--- src/rtl/bba_pkg.sv ---
// ----------------------------------------------------------------------------
// bba_pkg
// Shared constants, codes and types of the buddy block allocator.
// ----------------------------------------------------------------------------
package bba_pkg;

    localparam int DEF_MIN_BLOCK_BYTES = 128;   // power of two
    localparam int DEF_LEVELS          = 8;
    localparam int DEF_HEADER_BYTES    = 16;

    localparam int LEN_W = 14;
    localparam int LVL_W = 4;

    localparam logic OP_ALLOC   = 1'b0;
    localparam logic OP_RELEASE = 1'b1;

    typedef enum logic [1:0] {
        STS_OK          = 2'd0,
        STS_NO_SPACE    = 2'd1,
        STS_BAD_RELEASE = 2'd2
    } bba_status_t;

    typedef enum logic [3:0] {
        ST_CLEAR,
        ST_IDLE,
        ST_A_START,
        ST_A_RD,
        ST_A_CHK,
        ST_A_SPLIT,
        ST_A_FIN,
        ST_R_START,
        ST_R_CHK,
        ST_R_LOOP,
        ST_R_BCHK,
        ST_DONE
    } bba_state_t;

    typedef struct packed {
        logic [LEN_W-1:0] granted_offset;
        bba_status_t      status;
    } bba_result_t;

endpackage

--- src/rtl/bba_if.sv ---
// ----------------------------------------------------------------------------
// bba_req_if / bba_rsp_if
// Request and result channels with valid/ready handshake.
// ----------------------------------------------------------------------------
interface bba_req_if
    import bba_pkg::*;
();
    logic             valid;
    logic             ready;
    logic             operation;
    logic [LEN_W-1:0] request_bytes;
    logic [LEN_W-1:0] payload_offset;

    modport source (output valid, operation, request_bytes, payload_offset, input ready);
    modport sink   (input valid, operation, request_bytes, payload_offset, output ready);
endinterface

interface bba_rsp_if
    import bba_pkg::*;
();
    logic             valid;
    logic             ready;
    logic [LEN_W-1:0] granted_offset;
    logic [1:0]       status;

    modport source (output valid, granted_offset, status, input ready);
    modport sink   (input valid, granted_offset, status, output ready);
endinterface

--- src/rtl/bba_ram.sv ---
// ----------------------------------------------------------------------------
// bba_ram
// Generic single-write, single-read RAM with registered read data.
// ----------------------------------------------------------------------------
module bba_ram #(
    parameter int WIDTH = 1,
    parameter int DEPTH = 2,
    localparam int AW   = (DEPTH > 1) ? $clog2(DEPTH) : 1
) (
    input  logic             clk,
    input  logic             we,
    input  logic [AW-1:0]    waddr,
    input  logic [WIDTH-1:0] wdata,
    input  logic [AW-1:0]    raddr,
    output logic [WIDTH-1:0] rdata
);

    logic [WIDTH-1:0] mem [DEPTH];

    always_ff @(posedge clk)
    begin
        if (we)
        begin
            mem[waddr] <= wdata;
        end
        rdata <= mem[raddr];
    end

endmodule

--- src/rtl/bba_engine.sv ---
// ----------------------------------------------------------------------------
// bba_engine
// Sequencer: clears the memories, scans and splits for allocate, checks and
// coalesces for release, and holds the result register.
// ----------------------------------------------------------------------------
module bba_engine
    import bba_pkg::*;
#(
    parameter int MIN_BLOCK_BYTES = DEF_MIN_BLOCK_BYTES,
    parameter int LEVELS          = DEF_LEVELS,
    parameter int HEADER_BYTES    = DEF_HEADER_BYTES,
    localparam int NODE_W         = LEVELS,
    localparam int SLOT_W         = (LEVELS > 1) ? LEVELS - 1 : 1
) (
    input  logic              clk,
    input  logic              rst_n,
    bba_req_if.sink           req,
    bba_rsp_if.source         rsp,
    output logic              free_we,
    output logic [NODE_W-1:0] free_waddr,
    output logic              free_wdata,
    output logic [NODE_W-1:0] free_raddr,
    input  logic              free_rdata,
    output logic              alloc_we,
    output logic [SLOT_W-1:0] alloc_waddr,
    output logic [LVL_W-1:0]  alloc_wdata,
    output logic [SLOT_W-1:0] alloc_raddr,
    input  logic [LVL_W-1:0]  alloc_rdata
);

    localparam int          LOG_MIN = $clog2(MIN_BLOCK_BYTES);
    localparam logic [31:0] POOL    = 32'(MIN_BLOCK_BYTES) << (LEVELS - 1);
    localparam logic [LVL_W-1:0] TOP = LVL_W'(LEVELS - 1);

    bba_state_t        state_reg, state_next;
    logic [NODE_W-1:0] idx_reg, idx_next;
    logic [LVL_W-1:0]  lvl_reg, lvl_next;
    logic [LVL_W-1:0]  want_reg, want_next;
    logic [SLOT_W-1:0] slot_reg, slot_next;
    logic [LEN_W-1:0]  bytes_reg, offset_reg;
    bba_result_t       res_reg, res_next;
    bba_result_t       out_reg, out_next;
    logic              out_valid_reg, out_valid_next;

    logic [LVL_W-1:0]  want_c;
    logic [LEN_W-1:0]  start_c;
    logic [NODE_W-1:0] pos_c;
    logic [SLOT_W-1:0] aslot_c;

    function automatic logic [NODE_W-1:0] base_of(input logic [LVL_W-1:0] lvl);
        base_of = NODE_W'(1) << (TOP - lvl);
    endfunction

    always_comb
    begin
        logic [31:0] need;
        need   = 32'(bytes_reg) + 32'(HEADER_BYTES);
        want_c = LVL_W'(LEVELS);
        for (int w = LEVELS - 1; w >= 0; w--)
        begin
            if ((32'(MIN_BLOCK_BYTES) << w) >= need)
            begin
                want_c = LVL_W'(w);
            end
        end
    end

    assign start_c = offset_reg - LEN_W'(HEADER_BYTES);
    assign pos_c   = idx_reg - base_of(want_reg);
    assign aslot_c = SLOT_W'(32'(pos_c) << want_reg);

    always_ff @(posedge clk or negedge rst_n)
    begin
        if (!rst_n)
        begin
            state_reg     <= ST_CLEAR;
            idx_reg       <= '0;
            out_valid_reg <= 1'b0;
        end
        else
        begin
            state_reg     <= state_next;
            idx_reg       <= idx_next;
            out_valid_reg <= out_valid_next;
        end
    end

    always_ff @(posedge clk)
    begin
        lvl_reg  <= lvl_next;
        want_reg <= want_next;
        slot_reg <= slot_next;
        res_reg  <= res_next;
        out_reg  <= out_next;
        if (req.valid && req.ready)
        begin
            bytes_reg  <= req.request_bytes;
            offset_reg <= req.payload_offset;
        end
    end

    always_comb
    begin
        state_next     = state_reg;
        idx_next       = idx_reg;
        lvl_next       = lvl_reg;
        want_next      = want_reg;
        slot_next      = slot_reg;
        res_next       = res_reg;
        out_next       = out_reg;
        out_valid_next = out_valid_reg && !rsp.ready;
        free_we        = 1'b0;
        free_waddr     = idx_reg;
        free_wdata     = 1'b0;
        free_raddr     = idx_reg;
        alloc_we       = 1'b0;
        alloc_waddr    = slot_reg;
        alloc_wdata    = '0;
        alloc_raddr    = slot_reg;
        req.ready      = (state_reg == ST_IDLE);

        case (state_reg)
            ST_CLEAR:
            begin
                free_we     = 1'b1;
                free_wdata  = (idx_reg == NODE_W'(1));
                alloc_we    = 1'b1;
                alloc_waddr = SLOT_W'(idx_reg);
                idx_next    = idx_reg + 1'b1;
                if (idx_reg == '1)
                begin
                    state_next = ST_IDLE;
                end
            end
            ST_IDLE:
            begin
                if (req.valid)
                begin
                    state_next = (req.operation == OP_ALLOC) ? ST_A_START : ST_R_START;
                end
            end
            ST_A_START:
            begin
                want_next = want_c;
                lvl_next  = want_c;
                if (want_c >= LVL_W'(LEVELS))
                begin
                    res_next   = '{granted_offset: '0, status: STS_NO_SPACE};
                    state_next = ST_DONE;
                end
                else
                begin
                    idx_next   = base_of(want_c);
                    state_next = ST_A_RD;
                end
            end
            ST_A_RD:
            begin
                state_next = ST_A_CHK;
            end
            ST_A_CHK:
            begin
                if (free_rdata)
                begin
                    free_we    = 1'b1;
                    state_next = (lvl_reg > want_reg) ? ST_A_SPLIT : ST_A_FIN;
                end
                else if (idx_reg == (base_of(lvl_reg) << 1) - 1'b1)
                begin
                    if (lvl_reg == TOP)
                    begin
                        res_next   = '{granted_offset: '0, status: STS_NO_SPACE};
                        state_next = ST_DONE;
                    end
                    else
                    begin
                        lvl_next   = lvl_reg + 1'b1;
                        idx_next   = base_of(lvl_reg) >> 1;
                        state_next = ST_A_RD;
                    end
                end
                else
                begin
                    idx_next   = idx_reg + 1'b1;
                    state_next = ST_A_RD;
                end
            end
            ST_A_SPLIT:
            begin
                free_we    = 1'b1;
                free_waddr = (idx_reg << 1) | NODE_W'(1);
                free_wdata = 1'b1;
                idx_next   = idx_reg << 1;
                lvl_next   = lvl_reg - 1'b1;
                if (lvl_reg - 1'b1 == want_reg)
                begin
                    state_next = ST_A_FIN;
                end
            end
            ST_A_FIN:
            begin
                alloc_we    = 1'b1;
                alloc_waddr = aslot_c;
                alloc_wdata = want_reg + 1'b1;
                res_next    = '{granted_offset:
                                LEN_W'((32'(aslot_c) << LOG_MIN) + 32'(HEADER_BYTES)),
                                status: STS_OK};
                state_next  = ST_DONE;
            end
            ST_R_START:
            begin
                slot_next   = SLOT_W'(start_c >> LOG_MIN);
                alloc_raddr = SLOT_W'(start_c >> LOG_MIN);
                if (offset_reg < LEN_W'(HEADER_BYTES) || start_c[LOG_MIN-1:0] != '0
                    || 32'(start_c) >= POOL)
                begin
                    res_next   = '{granted_offset: '0, status: STS_BAD_RELEASE};
                    state_next = ST_DONE;
                end
                else
                begin
                    state_next = ST_R_CHK;
                end
            end
            ST_R_CHK:
            begin
                if (alloc_rdata == '0 || alloc_rdata > LVL_W'(LEVELS))
                begin
                    res_next   = '{granted_offset: '0, status: STS_BAD_RELEASE};
                    state_next = ST_DONE;
                end
                else
                begin
                    alloc_we   = 1'b1;
                    lvl_next   = alloc_rdata - 1'b1;
                    idx_next   = base_of(alloc_rdata - 1'b1)
                               + NODE_W'(slot_reg >> (alloc_rdata - 1'b1));
                    state_next = ST_R_LOOP;
                end
            end
            ST_R_LOOP:
            begin
                if (lvl_reg == TOP)
                begin
                    free_we    = 1'b1;
                    free_wdata = 1'b1;
                    res_next   = '{granted_offset: '0, status: STS_OK};
                    state_next = ST_DONE;
                end
                else
                begin
                    free_raddr = idx_reg ^ NODE_W'(1);
                    state_next = ST_R_BCHK;
                end
            end
            ST_R_BCHK:
            begin
                if (free_rdata)
                begin
                    free_we    = 1'b1;
                    free_waddr = idx_reg ^ NODE_W'(1);
                    idx_next   = idx_reg >> 1;
                    lvl_next   = lvl_reg + 1'b1;
                    state_next = ST_R_LOOP;
                end
                else
                begin
                    free_we    = 1'b1;
                    free_wdata = 1'b1;
                    res_next   = '{granted_offset: '0, status: STS_OK};
                    state_next = ST_DONE;
                end
            end
            ST_DONE:
            begin
                if (!out_valid_reg || rsp.ready)
                begin
                    out_next       = res_reg;
                    out_valid_next = 1'b1;
                    state_next     = ST_IDLE;
                end
            end
            default:
            begin
                state_next = ST_IDLE;
            end
        endcase
    end

    assign rsp.valid          = out_valid_reg;
    assign rsp.granted_offset = out_reg.granted_offset;
    assign rsp.status         = out_reg.status;

endmodule

--- src/rtl/buddy_block_allocator.sv ---
// ----------------------------------------------------------------------------
// buddy_block_allocator
// Binary buddy allocator; free map and allocation sizes held in RAM.
// ----------------------------------------------------------------------------
//  channel | dir | fields
//  req     | in  | operation, request_bytes, payload_offset
//  rsp     | out | granted_offset, status
//
//  After reset a clearing pass over all 2**LEVELS free-map entries runs;
//  req.ready is low. One item at a time. Allocate scans tree nodes from
//  the wanted level upward, then splits down level by level; an oversized
//  request is refused. Release checks the offset, then merges with free
//  buddies level by level up to the root; a bad offset is refused. Each
//  node check waits on the registered read of the free-map RAM.
//  While rsp stalls the result register holds one item; the next item is
//  taken and worked, then waits in the done state with req.ready low.
// ----------------------------------------------------------------------------
module buddy_block_allocator
    import bba_pkg::*;
#(
    parameter int MIN_BLOCK_BYTES = DEF_MIN_BLOCK_BYTES,
    parameter int LEVELS          = DEF_LEVELS,
    parameter int HEADER_BYTES    = DEF_HEADER_BYTES
) (
    input  logic      clk,
    input  logic      rst_n,
    bba_req_if.sink   req,
    bba_rsp_if.source rsp
);

    localparam int NODE_W = LEVELS;
    localparam int SLOT_W = (LEVELS > 1) ? LEVELS - 1 : 1;

    logic              free_we, free_wdata, free_rdata;
    logic [NODE_W-1:0] free_waddr, free_raddr;
    logic              alloc_we;
    logic [SLOT_W-1:0] alloc_waddr, alloc_raddr;
    logic [LVL_W-1:0]  alloc_wdata, alloc_rdata;

    bba_ram #(.WIDTH(1), .DEPTH(2 ** NODE_W)) u_free_ram (
        .clk   (clk),
        .we    (free_we),
        .waddr (free_waddr),
        .wdata (free_wdata),
        .raddr (free_raddr),
        .rdata (free_rdata)
    );

    bba_ram #(.WIDTH(LVL_W), .DEPTH(2 ** SLOT_W)) u_alloc_ram (
        .clk   (clk),
        .we    (alloc_we),
        .waddr (alloc_waddr),
        .wdata (alloc_wdata),
        .raddr (alloc_raddr),
        .rdata (alloc_rdata)
    );

    bba_engine #(
        .MIN_BLOCK_BYTES (MIN_BLOCK_BYTES),
        .LEVELS          (LEVELS),
        .HEADER_BYTES    (HEADER_BYTES)
    ) u_engine (
        .clk         (clk),
        .rst_n       (rst_n),
        .req         (req),
        .rsp         (rsp),
        .free_we     (free_we),
        .free_waddr  (free_waddr),
        .free_wdata  (free_wdata),
        .free_raddr  (free_raddr),
        .free_rdata  (free_rdata),
        .alloc_we    (alloc_we),
        .alloc_waddr (alloc_waddr),
        .alloc_wdata (alloc_wdata),
        .alloc_raddr (alloc_raddr),
        .alloc_rdata (alloc_rdata)
    );

endmodule

--- src/flat_wrapper.sv ---
// flat-port wrapper written by rule: the top's interface ports become plain ports
module buddy_block_allocator_flat import bba_pkg::*;
#(
    parameter int MIN_BLOCK_BYTES = DEF_MIN_BLOCK_BYTES,
    parameter int LEVELS          = DEF_LEVELS,
    parameter int HEADER_BYTES    = DEF_HEADER_BYTES
)
  (clk, rst_n, req_valid, req_operation, req_request_bytes, req_payload_offset, req_ready, rsp_valid, rsp_granted_offset, rsp_status, rsp_ready);
  bba_req_if req_i ();
  bba_rsp_if rsp_i ();
  input  logic clk;
  input  logic rst_n;
  input wire logic [$bits(req_i.valid)-1:0] req_valid;
  input wire logic [$bits(req_i.operation)-1:0] req_operation;
  input wire logic [$bits(req_i.request_bytes)-1:0] req_request_bytes;
  input wire logic [$bits(req_i.payload_offset)-1:0] req_payload_offset;
  output wire logic [$bits(req_i.ready)-1:0] req_ready;
  output wire logic [$bits(rsp_i.valid)-1:0] rsp_valid;
  output wire logic [$bits(rsp_i.granted_offset)-1:0] rsp_granted_offset;
  output wire logic [$bits(rsp_i.status)-1:0] rsp_status;
  input wire logic [$bits(rsp_i.ready)-1:0] rsp_ready;
  assign req_i.valid = req_valid;
  assign req_i.operation = req_operation;
  assign req_i.request_bytes = req_request_bytes;
  assign req_i.payload_offset = req_payload_offset;
  assign req_ready = req_i.ready;
  assign rsp_valid = rsp_i.valid;
  assign rsp_granted_offset = rsp_i.granted_offset;
  assign rsp_status = rsp_i.status;
  assign rsp_i.ready = rsp_ready;
  buddy_block_allocator #(.MIN_BLOCK_BYTES(MIN_BLOCK_BYTES), .LEVELS(LEVELS), .HEADER_BYTES(HEADER_BYTES)) u_core (.clk(clk), .rst_n(rst_n), .req(req_i), .rsp(rsp_i));
endmodule
--- config.mk ---
export PLATFORM = sky130hd
export DESIGN_NAME = buddy_block_allocator_flat
export DESIGN_NICKNAME = d
export VERILOG_FILES = /design/src/rtl/bba_pkg.sv /design/src/rtl/bba_if.sv /design/src/rtl/bba_ram.sv /design/src/rtl/bba_engine.sv /design/src/rtl/buddy_block_allocator.sv /design/src/flat_wrapper.sv
export SDC_FILE = /design/constraint.sdc
export NUM_CORES = 1
export LEC_CHECK = 0
export BUFFER_PORTS_ARGS = -buffer_cell sky130_fd_sc_hd__buf_2
export CAP_MARGIN = 25
export CORE_MARGIN = 1.5
export CORE_UTILIZATION = 55
export DETAILED_ROUTE_END_ITERATION = 16
export PLACE_DENSITY = 0.71
export SLEW_MARGIN = 30
export SYNTH_ARGS = -nofsm -noshare
export SYNTH_HDL_FRONTEND = slang
export SYNTH_HIERARCHICAL = 1
export SYNTH_SLANG_ARGS = --single-unit
--- constraint.sdc ---
create_clock -name clk -period 18 [get_ports clk]
set_input_delay 3.6 -clock clk [delete_from_list [all_inputs] [get_ports clk]]
set_output_delay 3.6 -clock clk [all_outputs]
set_load 0.01 [all_outputs]
==> out/qor.yml, run 1 <==
max-clock-path-buffers: 3
setup_ws_ns: 11.45
dr_total_vias: 21900
dieArea_mm2: 0.0699
cts_tree: "built"
postSynthCellCount: 2423
row_count: 95
critPathKind: "flip-flop to flip-flop"
yosys_warnings: 6
seq_power_share_pct: 38.0
ios: 51
synth-main-ff-cell: "edfxtp_1"
hold_viol: 0
register_area_mm2: 0.0253
final_nets: 2506
grt_max_degree: 149
finalSetupViolations: 0
hold_buffers: 0
antenna_left: 0
largest_reg_flops: 512
start_kind: "flip-flop"
cts_setup_buffers: 0
drc: 0
drtPass1Iterations: 6
grt_pass1_wl_um: 134000
final_layout_size_suffix_gt1_share_pct: 18.1
hp-class: "flip-flop to flip-flop"
fin_area_mm2: 0.0413
final_common_cell: "edfxtp_1"
placed_area_mm2: 0.0386
p_per_area_mw_per_mm2: 157
ys_types: 81
dr.first_iter.drc_count: 2683
setup_tns_ns: 0
multi_input_area_mm2: 0.0116
cts_root_buf: "clkbuf_16"
fmax_ghz: 0.153
fin_crit_sh_pct: 36.4
port_buffers: 44
endpoint_kind: "flip-flop"
p_switching_w: 0.00226
gp_congestion: 0.912
leakagePower_nw: 13.5
drv_cap: 0
grt_pass1_vias: 21800
syn_area_mm2: 0.0376
final_cell_mix: "edfxtp_1, nor2_1, mux4_2, nand2_1, clkbuf_16"
htreeDepth: 3
wirelength_um: 88000
cts-buffers-inserted: 84
antenna_found_initial: 1
tightest_slew_ns: 1.03
crit_required_ns: 18.53
path_clk_slew_ns: 0.07
start_util_pct: 55.8
clk_latency_ns: 0.65
largest_register: "u_core/u_alloc_ram/mem"
fillerInstances: 4872
drv_slew: 0
wl_per_cell_um: 26.1
core_area_mm2: 0.0674
clkPwrFrac_pct: 26.9
async_reset_ff_share_pct: 1.53
min_path_cells: 0
reg2reg_depth: 10
synth_area_per_cell_um2: 15.5
cts_resized: 0
critPathMaxFanout: 54
pwr-share-comb_pct: 35.1
status: "finished clean"
ys_seq_area_share_pct: 67.3
rsz0062_at_grt: "false"
grt-ovfl-total: 0
dp_hpwl_um: 54300
ys_seq_elements: 849
skew_ns: 0.0305
grt_usage_pct: 25.4
dieHeight_um: 264
preCtsSetupSlack_ns: 11.38
relSlewSlack_pct: 31.4
cp.arrival_ns: 7.08
reg.largest.list: "u_core/u_alloc_ram/mem x512, u_core/u_free_ram/mem x256"
switching_share_pct: 34.7
finalCriticalPeriod_ns: 6.55
area_delta_synth_final_pct: 9.89
fp.dieW_um: 264
cts.sinks: 849
intPower_w: 0.00425
vdd_drop_max_uv: 108
synth-edff-count: 824
vias_per_cell: 6.51
[Yosys cell counts, types with 21 or more instances]
master    instances  area share (%)
o22ai_1          27            0.45
nor2_1          447             4.5
a21oi_1          47            0.63
clkbuf_1         99            0.99
nand3_1          49            0.65
buf_2            21            0.28
o21ai_0          32            0.43
ha_1             40             1.3
xnor2_1          34            0.79
mux4_2          210              13
mux2i_1          62             1.7
edfxtp_1        824              66
nor2b_1          27            0.45
buf_4            23            0.46
inv_1            25            0.25
nor3_1           38            0.51
nand2_1         120             1.2
[power groups by stage]
| stage | clock [W] | sequential, W | combinational (W) |
|---|---|---|---|
| 2_1_floorplan | 0 | 0.00246 | 0.00171 |
| 3_3_place_gp | 0 | 0.00251 | 0.00219 |
| 3_5_place_dp | 0 | 0.00251 | 0.00225 |
| 4_1_cts | 0.00178 | 0.00247 | 0.00226 |
| 5_1_grt | 0.00185 | 0.00248 | 0.00243 |
| 6_report | 0.00175 | 0.00247 | 0.00228 |
[path summary, 6_finish.rpt]
check / from / slack (ns) / end
worst max-delay path: u_core/u_engine/state_reg[2]$_DFFE_PN0P_ / 11.45 / u_core/u_alloc_ram/rdata[0]$_DFF_P_
worst min-delay path: u_core/u_engine/res_reg[1]$_DFFE_PP_ / 0.42 / u_core/u_engine/rsp.status[1]$_DFFE_PP_
worst max register to register: u_core/u_engine/state_reg[2]$_DFFE_PN0P_ / 11.45 / u_core/u_alloc_ram/rdata[0]$_DFF_P_
max in group asynchronous: rst_n / 14.84 / u_core/u_engine/idx_reg[1]$_DFFE_PN0P_
min in group asynchronous: rst_n / 2.86 / u_core/u_engine/idx_reg[0]$_DFFE_PN0P_
worst min register to register: u_core/u_engine/res_reg[1]$_DFFE_PP_ / 0.42 / u_core/u_engine/rsp.status[1]$_DFFE_PP_
[cell type report]
cell class              count  share of cell area (%)
repair buffers             79                    1.21
inverters                  29                   0.264
well taps                 873                    2.64
clock buffers             102                    5.30
flip-flops and latches    849                    61.3
multi-input cells        1388                    28.0
diodes                      1                 0.00606
clock inverters            47                    1.33
[cell families (layout without fill, tap and decap cells)]
logic type	Yosys count	count (layout)	synth area share [%]
DFF	849	849	67.3
and+or+nand+nor	781	781	9.10
muxes	281	281	14.5
AOI/OAI and AO/OA	228	228	4.13
buffers and inverters	191	257	2.33
xor gates and xnor gates	50	50	1.16
adders and majority gates	42	42	1.44
other	1	7	0.00998
[worst max-delay path: stages (launching register included)]
cell and delay [ns]:
dfrtp_1 0.68, nor2b_1 0.57, nand3_1 0.70, a21oi_1 0.45, a21o_4 0.54, buf_6 0.65, buf_4 0.78, mux4_2 0.60
mux4_2 0.54, mux4_2 0.53, mux2_2 0.28
[layer usage]
layer | global-route usage (%) | wire [um]
met5 | 0 | 0
met4 | 8.95 | 2770
met2 | 42.4 | 44200
met3 | 4.11 | 7160
met1 | 34.1 | 33800
[through the flow]
stage | power, W | instances | utilization, % | hold WS [ns]
after floorplan | 0.00416 | 2428 | - | 0.400
after global placement | 0.00470 | 3218 | 57.2 | 0.414
after detailed placement | 0.00476 | 3218 | 57.2 | 0.406
after CTS | 0.00651 | 3367 | 61.3 | 0.422
after global routing | 0.00677 | 3367 | 61.3 | 0.438
final | 0.00651 | 3368 | 61.3 | 0.424
No activity file was read; power rests on OpenSTA's default activity.
==> inputs of run 2 (changes only) <==
--- a/config.mk
+++ b/config.mk
@@ -10,7 +10,7 @@
 export CORE_MARGIN = 1.5
 export CORE_UTILIZATION = 55
 export DETAILED_ROUTE_END_ITERATION = 16
-export PLACE_DENSITY = 0.71
+export PLACE_DENSITY = 0.74
 export SLEW_MARGIN = 30
 export SYNTH_ARGS = -nofsm -noshare
 export SYNTH_HDL_FRONTEND = slang
==> constraint.sdc (replaced) <==
create_clock -name clk -period 5.86 [get_ports clk]
set_input_delay 1.172 -clock clk [delete_from_list [all_inputs] [get_ports clk]]
set_output_delay 1.172 -clock clk [all_outputs]
set_load 0.01 [all_outputs]
==> out/qor.yml, run 2 (synthesized netlist as in run 1, its figures left out) <==
status: "finished clean"
critPathKind: "flip-flop to flip-flop"
dp_hpwl_um: 54700
htreeDepth: 3
cp_top_family: "simple AND/OR/NAND/NOR gates"
drv_slew: 0
final_layout_size_suffix_gt1_share_pct: 18.9
num_antenna_cells: 0
cts_root_buf: "clkbuf_16"
dr_total_vias: 21900
cts-buffers-inserted: 86
gp_congestion: 0.973
largest_register: "u_core/u_alloc_ram/mem"
row_count: 95
final_nets: 2530
multi_input_area_mm2: 0.0115
fmax_ghz: 0.194
drtPass1Iterations: 6
path_clk_slew_ns: 0.06
cp_common_cell: "ha_1"
p_per_area_mw_per_mm2: 488
setup_tns_ns: 0
relSlewSlack_pct: 31.1
wirelength_um: 89100
rsz0062_at_grt: "false"
start_util_pct: 55.8
hold_buffers: 0
grt_pass1_wl_um: 136000
antenna_found_initial: 0
grt-ovfl-total: 0
finalSetupViolations: 0
dr.first_iter.drc_count: 2756
crit_start: "u_core/u_engine/want_reg[1]$_DFFE_PP_"
max-clock-path-buffers: 3
cts.sinks: 849
ios: 51
drv_cap: 0
hp-class: "flip-flop to flip-flop"
r2r-start: "u_core/u_engine/want_reg[1]$_DFFE_PP_"
wl_per_cell_um: 26.3
cts_resized: 0
hold_viol: 0
crit_required_ns: 6.12
cts_tree: "built"
reg.largest.list: "u_core/u_alloc_ram/mem x512, u_core/u_free_ram/mem x256"
final_common_cell: "edfxtp_1"
fin_hold_ws_ns: 0.423
endpoint_kind: "flip-flop"
final_cell_mix: "edfxtp_1, nor2_1, mux4_2, nand2_1, clkbuf_16"
antenna_left: 0
cp.arrival_ns: 5.41
intPower_w: 0.0132
p_switching_w: 0.00708
dieArea_mm2: 0.0699
grt_pass1_vias: 22100
skew_ns: 0.0416
leakagePower_nw: 13.7
finalCriticalPeriod_ns: 5.15
register_area_mm2: 0.0253
switching_share_pct: 34.8
core_area_mm2: 0.0674
clkPwrFrac_pct: 26.8
vdd_drop_max_uv: 438
grt_usage_pct: 25.7
worst-path-stages: 18
dieHeight_um: 264
tightest_slew_ns: 1.03
timing.critical_path.slowest_cell_delay_ns: 0.63
crit_chain: "buf_4, ha_1, ha_1, nor2b_1, ha_1, inv_1, fa_1, a21o_1, a21oi_1, xnor2_1, nand2_1, and3_1, o32a_1, nor3_1, a221o_1, nor2b_1, nand3_1, nor3_1"
pwr-share-comb_pct: 36.2
reg2reg_depth: 18
hold_start: "u_core/u_engine/res_reg[14]$_DFFE_PP_"
min_path_cells: 0
vias_per_cell: 6.46
clk_latency_ns: 0.64
largest_reg_flops: 512
seq_power_share_pct: 37.0
drc: 0
critPathBufInv: 2
area_delta_synth_final_pct: 10.8
grt_max_degree: 129
critPathMaxFanout: 17
fillerInstances: 4645
fin_crit_sh_pct: 87.9
start_kind: "flip-flop"
slowest_stage: "nor3_1"
cts_setup_buffers: 0
fp.dieW_um: 264
port_buffers: 44
==> run 2: changes by cell type in the layout (fill, tap and decap cells not counted), moves of 3 or more <==
cell        delta
buf_4         +17
buf_12         +7
clkinv_2       +7
buf_6          -4
clkbuf_1       -4
clkbuf_16      +4
clkinvlp_4     -4
inv_16         -3
o21ai_0        +3
o21ai_1        -3
==> run 2: layout make-up <==
cell class | count | share of cell area (%)
Clock inverter | 51 | 1.33
Multi-Input combinational cell | 1388 | 27.7
Tap cell | 873 | 2.62
Clock buffer | 103 | 5.50
Sequential cell | 849 | 60.8
Inverter | 29 | 0.261
Timing Repair Buffer | 101 | 1.83
==> run 2: worst paths after layout <==
check | end | slack, ns
setup / recovery | u_core/u_alloc_ram/mem[84][0]$_DFFE_PP_ | 0.71
hold / removal | u_core/u_engine/rsp.granted_offset[12]$_DFFE_PP_ | 0.42
setup reg to reg | u_core/u_alloc_ram/mem[84][0]$_DFFE_PP_ | 0.71
hold reg to reg | u_core/u_engine/rsp.granted_offset[12]$_DFFE_PP_ | 0.42
max in group asynchronous | u_core/u_engine/idx_reg[1]$_DFFE_PN0P_ | 5.13
min in group asynchronous | u_core/u_engine/state_reg[1]$_DFFE_PN0P_ | 0.44
==> run 2: power by group through the flow <==
stage               sequential [W]  clock (W)  combinational [W]
floorplan                  0.00746          0            0.00525
global placement           0.00762          0            0.00707
detailed placement         0.00763          0            0.00720
CTS                        0.00750    0.00554            0.00729
global route               0.00754    0.00575            0.00779
finish                     0.00752    0.00546            0.00735
==> run 2: metrics by stage <==
stage | cell area (um^2) | setup WS [ns] | power, W | std cells | utilization [%]
after floorplan | 37600 | 0.898 | 0.0127 | 2428 | -
after global placement | 38800 | 0.911 | 0.0147 | 3238 | 57.5
after detailed placement | 38800 | 0.802 | 0.0148 | 3239 | 57.6
after CTS | 41600 | 0.763 | 0.0203 | 3393 | 61.8
after global routing | 41700 | 0.338 | 0.0211 | 3394 | 61.8
final | 41700 | 0.710 | 0.0203 | 3394 | 61.8
==> run 2: routing by layer <==
| metal | GRT usage (%) | vias up | wire (um) |
|---|---|---|---|
| li1 | - | 9440 | - |
| met1 | 34.0 | 11100 | 34100 |
| met2 | 43.4 | 1110 | 45000 |
| met3 | 4.05 | 211 | 7040 |
| met4 | 9.46 | 0 | 2980 |
| met5 | 0 | - | 0 |
